## config.mk

```make
export PLATFORM = sky130hd
export DESIGN_NAME = timestamp_kway_merge
export DESIGN_NICKNAME = d
export VERILOG_FILES = /design/src/sv/tkm_pkg.sv /design/src/sv/timestamp_kway_merge.sv /design/src/sv/tkm_head_ram.sv
export SDC_FILE = /design/constraint.sdc
export NUM_CORES = 2
export LEC_CHECK = 0
export ABC_CLOCK_PERIOD_IN_PS = 9500
export BUFFER_PORTS_ARGS = -buffer_cell sky130_fd_sc_hd__buf_2
export CAP_MARGIN = 20
export CORE_MARGIN = 2
export CORE_UTILIZATION = 58
export DETAILED_ROUTE_END_ITERATION = 12
export PLACE_DENSITY = 0.75
export SLEW_MARGIN = 20
export SYNTH_ARGS = -nofsm -noshare
export SYNTH_HDL_FRONTEND = slang
export SYNTH_SLANG_ARGS = --single-unit
```

## constraint.sdc

```tcl
create_clock -name clk -period 9.5 [get_ports clk]
set_clock_uncertainty 0.15 [all_clocks]
set_input_delay 0.95 -clock clk [delete_from_list [all_inputs] [get_ports clk]]
set_output_delay 0.95 -clock clk [all_outputs]
set_load 0.005 [all_outputs]
```

## src/sv/tkm_pkg.sv

```systemverilog
`timescale 1ns / 1ps
// Shared constants and types for the timestamp k-way merge.
package tkm_pkg;

  localparam int MAX_STREAMS_DEFAULT = 16;

  localparam int CLOCK_W = 64;
  localparam int FIELD_W = 8;

  // One stored head event of a stream.
  typedef struct packed {
    logic [CLOCK_W-1:0] clock;
    logic [FIELD_W-1:0] fsm;
    logic [FIELD_W-1:0] code;
  } head_t;

endpackage

```

## src/sv/timestamp_kway_merge.sv

```systemverilog
`timescale 1ns / 1ps
// Top level of the timestamp k-way merge.
//
// This block merges up to MAX_STREAMS per-stream event sequences into one
// sequence ordered by timestamp. Each input word either delivers the next
// event of a stream that is waiting for one, or marks that stream as ended;
// a word for a stream outside the configured count, or for a stream that
// already holds a head or has ended, is dropped. Heads live in a small RAM
// and a per-stream status register. After every input word the block walks
// the live streams with a single 64-bit comparator, one RAM read per cycle;
// if any live stream is still waiting the walk stops and nothing is sent.
// Otherwise the smallest clock wins (the lowest index on ties) and one
// output word is sent, carrying the clock relative to the first clock ever
// sent and a flag that is set when the clock does not exceed the previous
// one sent. The stall on the input channel stays high from the cycle after
// an accepted word until the walk is over and any word it picked has moved
// into the output register, which waits while that register is full and
// stalled, so a new word is taken only once the last one is through. The
// output register lets the next input word in while a finished word still
// waits downstream. The stream count register may be written whenever
// reset is low, but must be changed only while the block is idle; 0 counts
// as one stream and values above MAX_STREAMS count as MAX_STREAMS. Once all
// live streams have ended, nothing more is sent until reset.
module timestamp_kway_merge #(
  parameter int MAX_STREAMS = tkm_pkg::MAX_STREAMS_DEFAULT
) (
  input  logic        clk,
  input  logic        rst,
  // Configuration channel.
  input  logic        cfg_valid,
  output logic        cfg_ready,
  input  logic [4:0]  stream_count,
  // Input channel.
  input  logic        in_valid,
  output logic        in_stall,
  input  logic [3:0]  stream_index,
  input  logic [63:0] event_clock,
  input  logic [7:0]  event_fsm,
  input  logic [7:0]  event_code,
  input  logic        stream_ends,
  // Output channel.
  output logic        out_valid,
  input  logic        out_stall,
  output logic [3:0]  source_stream,
  output logic signed [63:0] time_delta,
  output logic [7:0]  fsm_out,
  output logic [7:0]  code_out,
  output logic        time_backwards
);

  localparam int IDX_W = $clog2(MAX_STREAMS);
  localparam int CNT_W = $clog2(MAX_STREAMS + 1);

  // Per-stream status codes.
  localparam logic [1:0] ST_WAIT = 2'd0;
  localparam logic [1:0] ST_HOLD = 2'd1;
  localparam logic [1:0] ST_END  = 2'd2;

  // Sequencer states.
  localparam logic [1:0] S_IDLE = 2'd0;
  localparam logic [1:0] S_SCAN = 2'd1;
  localparam logic [1:0] S_EMIT = 2'd2;

  logic [1:0]       state;
  logic [4:0]       count_reg;
  logic [CNT_W-1:0] live_n;
  logic [1:0]       status [MAX_STREAMS];

  logic [CNT_W-1:0] scan_idx;
  logic             cmp_v;
  logic [IDX_W-1:0] cmp_idx;
  logic [1:0]       cmp_status;
  logic             pick_v;
  logic [IDX_W-1:0] pick_idx;
  tkm_pkg::head_t   best;

  logic        first_seen;
  logic [63:0] first_clock;
  logic [63:0] previous_clock;

  logic             in_take;
  logic             in_live;
  logic [IDX_W-1:0] in_slot;
  logic             in_open;
  logic             issue;
  logic [IDX_W-1:0] rd_addr;
  tkm_pkg::head_t   rd_data;
  tkm_pkg::head_t   wr_data;
  logic             wr_en;
  logic             take_pick;
  logic             emit_fire;
  logic [63:0]      first_base;

  // Effective number of streams taking part.
  always_comb begin
    if (count_reg == 5'd0) begin
      live_n = CNT_W'(1);
    end else if (int'(count_reg) > MAX_STREAMS) begin
      live_n = CNT_W'(MAX_STREAMS);
    end else begin
      live_n = CNT_W'(count_reg);
    end
  end

  assign cfg_ready = !rst;
  assign in_stall  = rst || (state != S_IDLE);
  assign in_take   = in_valid && !in_stall;

  // A word only lands when its stream takes part and is waiting.
  assign in_live = int'(stream_index) < int'(live_n);
  assign in_slot = IDX_W'(stream_index);
  assign in_open = in_live && (status[in_slot] == ST_WAIT);
  assign wr_en   = in_take && in_open && !stream_ends;
  assign wr_data = '{clock: event_clock, fsm: event_fsm, code: event_code};

  // The walk issues one RAM read per cycle; the compare runs in the cycle after the read.
  assign issue   = (state == S_SCAN) && (scan_idx < live_n);
  assign rd_addr = scan_idx[IDX_W-1:0];

  assign take_pick = (state == S_SCAN) && cmp_v && (cmp_status == ST_HOLD) &&
                     (!pick_v || (rd_data.clock < best.clock));

  assign emit_fire  = (state == S_EMIT) && (!out_valid || !out_stall);
  assign first_base = first_seen ? first_clock : best.clock;

  tkm_head_ram #(
    .DEPTH  (MAX_STREAMS),
    .ADDR_W (IDX_W)
  ) u_head_ram (
    .clk     (clk),
    .wr_en   (wr_en),
    .wr_addr (in_slot),
    .wr_data (wr_data),
    .rd_addr (rd_addr),
    .rd_data (rd_data)
  );

  // Control state.
  always_ff @(posedge clk) begin
    if (rst) begin
      state          <= S_IDLE;
      count_reg      <= 5'd1;
      scan_idx       <= '0;
      cmp_v          <= 1'b0;
      pick_v         <= 1'b0;
      out_valid      <= 1'b0;
      first_seen     <= 1'b0;
      first_clock    <= '0;
      previous_clock <= '0;
      for (int i = 0; i < MAX_STREAMS; i++) begin
        status[i] <= ST_WAIT;
      end
    end else begin
      if (cfg_valid && cfg_ready) begin
        count_reg <= stream_count;
      end
      if (emit_fire) begin
        out_valid <= 1'b1;
      end else if (out_valid && !out_stall) begin
        out_valid <= 1'b0;
      end
      case (state)
        S_IDLE: begin
          if (in_take) begin
            if (in_open) begin
              status[in_slot] <= stream_ends ? ST_END : ST_HOLD;
            end
            state    <= S_SCAN;
            scan_idx <= '0;
            cmp_v    <= 1'b0;
            pick_v   <= 1'b0;
          end
        end
        S_SCAN: begin
          cmp_v <= issue;
          if (issue) begin
            scan_idx <= scan_idx + CNT_W'(1);
          end
          if (cmp_v) begin
            if (cmp_status == ST_WAIT) begin
              // A live stream still waits: nothing can be sent yet.
              state <= S_IDLE;
            end else if (take_pick) begin
              pick_v <= 1'b1;
            end
          end else if (!issue) begin
            state <= pick_v ? S_EMIT : S_IDLE;
          end
        end
        S_EMIT: begin
          if (emit_fire) begin
            first_seen       <= 1'b1;
            previous_clock   <= best.clock;
            status[pick_idx] <= ST_WAIT;
            if (!first_seen) begin
              first_clock <= best.clock;
            end
            state <= S_IDLE;
          end
        end
        default: begin
          state <= S_IDLE;
        end
      endcase
    end
  end

  // Datapath registers.
  always_ff @(posedge clk) begin
    if (issue) begin
      cmp_idx    <= rd_addr;
      cmp_status <= status[rd_addr];
    end
    if (take_pick) begin
      best     <= rd_data;
      pick_idx <= cmp_idx;
    end
    if (emit_fire) begin
      source_stream  <= 4'(pick_idx);
      time_delta     <= $signed(best.clock - first_base);
      fsm_out        <= best.fsm;
      code_out       <= best.code;
      time_backwards <= previous_clock >= best.clock;
    end
  end

endmodule

```

## src/sv/tkm_head_ram.sv

```systemverilog
`timescale 1ns / 1ps
// Head event store: one write port, one read port with registered data.
module tkm_head_ram #(
  parameter int DEPTH  = tkm_pkg::MAX_STREAMS_DEFAULT,
  parameter int ADDR_W = $clog2(tkm_pkg::MAX_STREAMS_DEFAULT)
) (
  input  logic              clk,
  input  logic              wr_en,
  input  logic [ADDR_W-1:0] wr_addr,
  input  tkm_pkg::head_t    wr_data,
  input  logic [ADDR_W-1:0] rd_addr,
  output tkm_pkg::head_t    rd_data
);

  tkm_pkg::head_t mem [DEPTH];

  always_ff @(posedge clk) begin
    if (wr_en) begin
      mem[wr_addr] <= wr_data;
    end
  end

  always_ff @(posedge clk) begin
    rd_data <= mem[rd_addr];
  end

endmodule

```

# ---- Word level (Yosys, flattened, before mapping)
# Memories as Yosys holds them, arrays and structs flattened. A register that Yosys moved wholly into a read port is not among the register bits.
# Cells that the tools add are included.
# Widths: inputs -> output; s select.
dict set report op_classes {
  add_sub_neg 2
  magnitude_cmp 5
  eq_ne 11
  n_mux 41
  n_reduce_logical 34
}
# cell n
set ops {}
lappend ops {{$ge 64x64->1} 1}
lappend ops {{$lt 64x64->1} 1}
lappend ops {{$mux 64} 1}
lappend ops {{$sub 64x64->64} 1}
lappend ops {{$mux 1} 21}
lappend ops {{$mux 5} 4}
lappend ops {{$mux 2} 9}
lappend ops {{$ne 2x2->1 const B} 6}
lappend ops {{$logic_and 1x1->1} 11}
lappend ops {{$pmux 5 s2} 1}
lappend ops {{$mux 4} 2}
lappend ops {{$logic_not 1->1} 6}
lappend ops {{$logic_not 2->1} 3}
lappend ops {{$pmux 2 s3} 1}
lappend ops {{$reduce_bool 2->1} 3}
lappend ops {{$add 5x1->5 const B} 1}
lappend ops {{$gt 5x5->1 const B} 1}
lappend ops {{$logic_not 5->1} 1}
lappend ops {{$lt 4x5->1} 1}
lappend ops {{$lt 5x5->1} 1}
lappend ops {{$reduce_and 5->1} 1}
lappend ops {{$eq 2x1->1 const B} 2}
lappend ops {{$pmux 1 s2} 2}
lappend ops {{$reduce_and 2->1} 2}
lappend ops {{other kinds (7)} 10}
dict set report word_totals {
  regBits 317
  ram_bits 1312
  memories 2
}
# name depth width rd rd_clocked_by_memory_dff wr line_no
set mem_list {}
lappend mem_list {u_head_ram.mem 16 80 1 1 1 tkm_head_ram.sv:15} ;# tkm_pkg::head_t mem [DEPTH];
lappend mem_list {status 16 2 2 1 16 timestamp_kway_merge.sv:67} ;# logic [1:0] status [MAX_STREAMS];

# ---- Logic depth before layout (Yosys ltp)
dict set report depth {
  ltp_word 13
  depth_mapped 17
}

# ---- By module
# From an unflattened synthesis, not the netlist that was laid out.
dict set report unflattened {
  cells_unflattened 3953
  hier_area_um2 68899.8
}
# module instances cells_per_inst area_per_inst_um2 seq_area_each_um2
set by_module_without_submodules {}
lappend by_module_without_submodules {tkm_head_ram 1 2054 49422.4 40038.4}
lappend by_module_without_submodules {timestamp_kway_merge 1 1899 19477.4 9098.7}

# ---- Worst setup path before layout
# Ideal clock, no wire load.
dict set report synth_path {
  kind {input to register}
  startpoint {input stream_index[1]}
  endpoint {memory u_head_ram.mem[0][0] (netlist bit) (enable)}
  setup_time_ns 0.616
  arrival_time_ns 7.814
  t_required_ns 8.734
  setup_slack_ns 0.920
  stages 9
  n_path_buf 1
  path_cell_list {clkbuf_1 -> nor2b_1 -> o21ai_0 -> nand4_1 -> nor2_1 -> a21oi_1 -> a2111oi_4 -> nand3b_1 -> nor3_1}
}
dict set report synth_between {
  elab_chain_len 7
}
# item line_no
set synth_rtl {}
lappend synth_rtl {{start, declared} timestamp_kway_merge.sv:36} ;# input logic [3:0] stream_index,
lappend synth_rtl {{$mem_v2 16x2} n/a}
lappend synth_rtl {{$logic_not 2->1} timestamp_kway_merge.sv:112} ;# assign in_open = in_live && (status[in_slot] == ST_WAIT);
lappend synth_rtl {{$logic_and 1x1->1} timestamp_kway_merge.sv:112}
lappend synth_rtl {{$logic_and 1x1->1 (2 in series)} timestamp_kway_merge.sv:113} ;# assign wr_en = in_take && in_open && !stream_ends;
lappend synth_rtl {{$mux 1} tkm_head_ram.sv:18} ;# if (wr_en) begin
lappend synth_rtl {{$mux 1 (not written as such)} tkm_head_ram.sv:19} ;# mem[wr_addr] <= wr_data;
lappend synth_rtl {{end, declared} tkm_head_ram.sv:15}
# Parallel ways exist; a longest one is shown, timed or not.

# ---- Worst setup path in the final report
dict set report layout_path {
  startpoint {register first_seen}
  endpoint {register time_delta[60], data pin}
}
dict set report layout_between {
  elab_chain_len 2
}
# item line_no
set layout_rtl {}
lappend layout_rtl {{start, declared} timestamp_kway_merge.sv:77} ;# logic first_seen;
lappend layout_rtl {{start signal, assigned} timestamp_kway_merge.sv:147} ;# first_seen <= 1'b0;
lappend layout_rtl {{start signal, assigned} timestamp_kway_merge.sv:192} ;# first_seen <= 1'b1;
lappend layout_rtl {{$mux 64} n/a}
lappend layout_rtl {{$sub 64x64->64} timestamp_kway_merge.sv:220} ;# time_delta <= $signed(best.clock - first_base);
lappend layout_rtl {{end signal, assigned} timestamp_kway_merge.sv:220}
lappend layout_rtl {{end, declared} timestamp_kway_merge.sv:45} ;# output logic signed [63:0] time_delta,
# No other way between the ends.
# A chain may end at the register's enable or synchronous reset.

==> flow_metrics.env <==
export IMPL_status="finished, final reports clean"
export IMPL_cts_tree="built"
export IMPL_clock_sinks=1711
export IMPL_hp_class="in2reg"
export IMPL_synth_area_um2=68900
export IMPL_syn_instance_count=3795
export IMPL_layout_drive_gt1_share_pct=22.4
export IMPL_antenna_found_initial=33
export IMPL_grt_usage_pct=26.3
export IMPL_cap_violations=0
export IMPL_synth_edf_count=1487
export IMPL_fin_ws_ps=4220
export IMPL_overflow=0
export IMPL_vias=36300
export IMPL_leakagePower_nw=25.2
export IMPL_htreeDepth=4
export IMPL_cp_cell_sequence="buf_4, mux2i_1, ha_1, a21oi_1, o21ai_0, a2111oi_0, o211ai_1, a22oi_1, a31oi_1, a211oi_1, o41a_1, o21ai_1, xor2_1"
export IMPL_start_util_pct=58.4
export IMPL_max_slew_worst_pin_slew_ps=1130
export IMPL_cts_root_buf="clkbuf_16"
export IMPL_final_net_count=4305
export IMPL_worst_endpoint_required_ps=9890
export IMPL_crit_arrival_ps=5670
export IMPL_dieArea_um2=122000
export IMPL_yosysTopAreaCell="edfxtp_1"
export IMPL_synth_seq_area_share_pct=71.3
export IMPL_first_iter_violations=3528
export IMPL_fmax_mhz=189
export IMPL_dp_final_hpwl_um=88100
export IMPL_yosys_warnings=0
export IMPL_path_clk_slew_ps=60
export IMPL_seq_area_um2=49200
export IMPL_drc=0
export IMPL_syn2layout_area_growth_pct=12.2
export IMPL_multi_input_comb_area_um2=18800
export IMPL_period_share_pct=55.6
export IMPL_regMostFlops="u_head_ram.mem"
export IMPL_crit_slowest_cell="dfxtp_4"
export IMPL_powerDensity_nw_per_um2=202
export IMPL_first_pass_iters=5
export IMPL_finalMaxSlewViolations=0
export IMPL_reg_top3="u_head_ram.mem: 1280 flops, best: 80 flops, u_head_ram.rd_data: 80 flops"
export IMPL_finish_instance_area_um2=77300
export IMPL_path_class="reg2reg"
export IMPL_grt_pass1_vias=36700
export IMPL_num_rows=126
export IMPL_die_h_um=349
export IMPL_fin_util_pct=65.5
export IMPL_syn_avg_cell_area_um2=18.2
export IMPL_synth_top_cell_area_share_pct=64.8
export IMPL_fillCellCount=7639
export IMPL_ys_ff_latch=1711
export IMPL_endpoint_kind="flip-flop"
export IMPL_routed_via_density=6.37
export IMPL_numCtsBuffers=169
export IMPL_final_hold_viol_count=0
export IMPL_port_buffers=182
export IMPL_cts_hold_buffers=0
export IMPL_setup_tns_ps=0
export IMPL_rsz0062_at_grt="no"
export IMPL_vdd_ir_drop_max_mv=0.184
export IMPL_crit_path_max_fanout=36
export IMPL_core_region_area_um2=118000
export IMPL_antenna_left=0
export IMPL_clock_latency_ps=790
export IMPL_routed_wl_um=158000
export IMPL_gp_congestion=0.894
export IMPL_synth_nets=4089
export IMPL_wl_per_cell_um=27.6
export IMPL_slew_headroom_pct=24.6
export IMPL_yosys_top_cells_area="edfxtp_1, mux4_2, dfxtp_1, ha_1, a21oi_1"
export IMPL_cts_setup_buffers=0
export IMPL_placed_cell_area_um2=71500
export IMPL_clockBufferDepth=3
export IMPL_largest_reg_flops=1280
export IMPL_cts_resized=0
export IMPL_start_kind="flip-flop"
export IMPL_setup_violations_final=0
export IMPL_dieWidth_um=349
export IMPL_max_stage_delay_ps=730
export IMPL_dp_slack_ps=4010
export IMPL_grt_max_degree=220
export IMPL_fin_crit_ps=5280
export IMPL_synth_async_reset_ratio_pct=0
export IMPL_grt_pass1_wl_um=236000
export IMPL_yosys_cell_types_count=73
export IMPL_io_pins=183
export IMPL_ys_flop_type="edfxtp_1"
[synth_stat cells, drive strengths merged (48+ instances only)]
cell type and instances:
mux4 410, nor2 176, ha 198, dfxtp 224, edfxtp 1487, a21o 54
mux2i 67, clkbuf 134, nand2 212, a211oi 75, o21ai 103, inv 99
buf 48, a21oi 189
[routing by layer]
| layer | wire length [µm] | GRT usage, % |
|---|---|---|
| met5 | 97 | 0 |
| met4 | 3470 | 7.13 |
| met3 | 12100 | 4.77 |
| met2 | 78700 | 43.8 |
| met1 | 63200 | 36.2 |
[report_power, final]
group / switching, mW / internal (mW) / total [mW] / leakage, nW
registers: 0.0370 / 8.19 / 8.23 / 15.2
logic: 0.323 / 0.264 / 0.586 / 7.21
clock network: 2.88 / 3.90 / 6.77 / 2.77
[critical path, delay by kind of cell (launching register included)]
kind	cells	cell delay [ps]
xor+xnor	1	150
flops	1	730
fa+ha+maj	1	320
mux	1	300
buf+inv	1	590
compound gates	9	2740
[worst paths after layout]
check	from	to	slack [ps]	cells after the start
hold / removal	stream_count[0]	count_reg[0]$_SDFFE_PP1P_	240	3
setup reg to reg	first_seen$_SDFFE_PP0P_	time_delta[60]$_DFFE_PP_	4220	13
setup / recovery	first_seen$_SDFFE_PP0P_	time_delta[60]$_DFFE_PP_	4220	13
hold reg to reg	u_head_ram.rd_data[3]$_DFF_P_	best[3]$_DFFE_PP_	250	0
[layout by cell type, fill, tap and decap left out, drive strengths merged, types with 4 or more instances in the layout]
master   Yosys  layout
diode        0      12
clkbuf     134     235
edfxtp    1487    1487
a31oi       14      14
nor3        27      27
nand4       39      39
bufinv       0      15
ha         198     198
dfxtp      224     224
nand3b       4       4
nor4         5       5
or3          8       8
buf         48     229
clkinv       0      58
o211ai       8       8
a21boi       6       6
nand2b      21      21
a21oi      189     189
mux4       410     410
nor2b       22      22
nand2      212     212
nand3       23      23
a221oi       5       5
nor2       176     176
o21ai      103     103
o31ai        4       4
a21o        54      54
o21a         6       6
a211oi      75      75
xnor2       33      33
o21bai      11      11
inv         99     101
a2111oi      6       6
xor2        29      29
mux2i       67      67
[cells by family (layout without fill, tap and decap cells)]
| kind of cell | count (synthesis) | after routing | share of synthesized area, % |
|---|---|---|---|
| muxes | 477 | 477 | 14.4 |
| xor gates and xnor gates | 62 | 62 | 0.788 |
| and+or+nand+nor | 553 | 553 | 3.57 |
| buffers and inverters | 283 | 641 | 1.59 |
| other | 0 | 12 | 0 |
| DFF | 1711 | 1711 | 71.3 |
| AOI/OAI and AO/OA | 510 | 510 | 4.71 |
| adders and majority gates | 199 | 199 | 3.63 |
[layout make-up]
type                       instances  area share (%)
inverter                          99           0.490
clock buffer                     235            6.07
timing repair buffer             229            1.70
antenna                           12          0.0388
tap                             1536            2.49
multi-input combinational       1801            24.3
clock inverter                    78            1.34
sequential                      1711            63.6
[per-stage QoR]
stage | std cells | power [mW] | hold WS, ps
after floorplan | 3795 | 8.76 | 236
after global placement | 5376 | 8.97 | 240
after detailed placement | 5376 | 8.98 | 239
after CTS | 5689 | 15.7 | 188
after global routing | 5694 | 16.0 | 226
final | 5701 | 15.6 | 239
(Power assumes the default switching activity.)
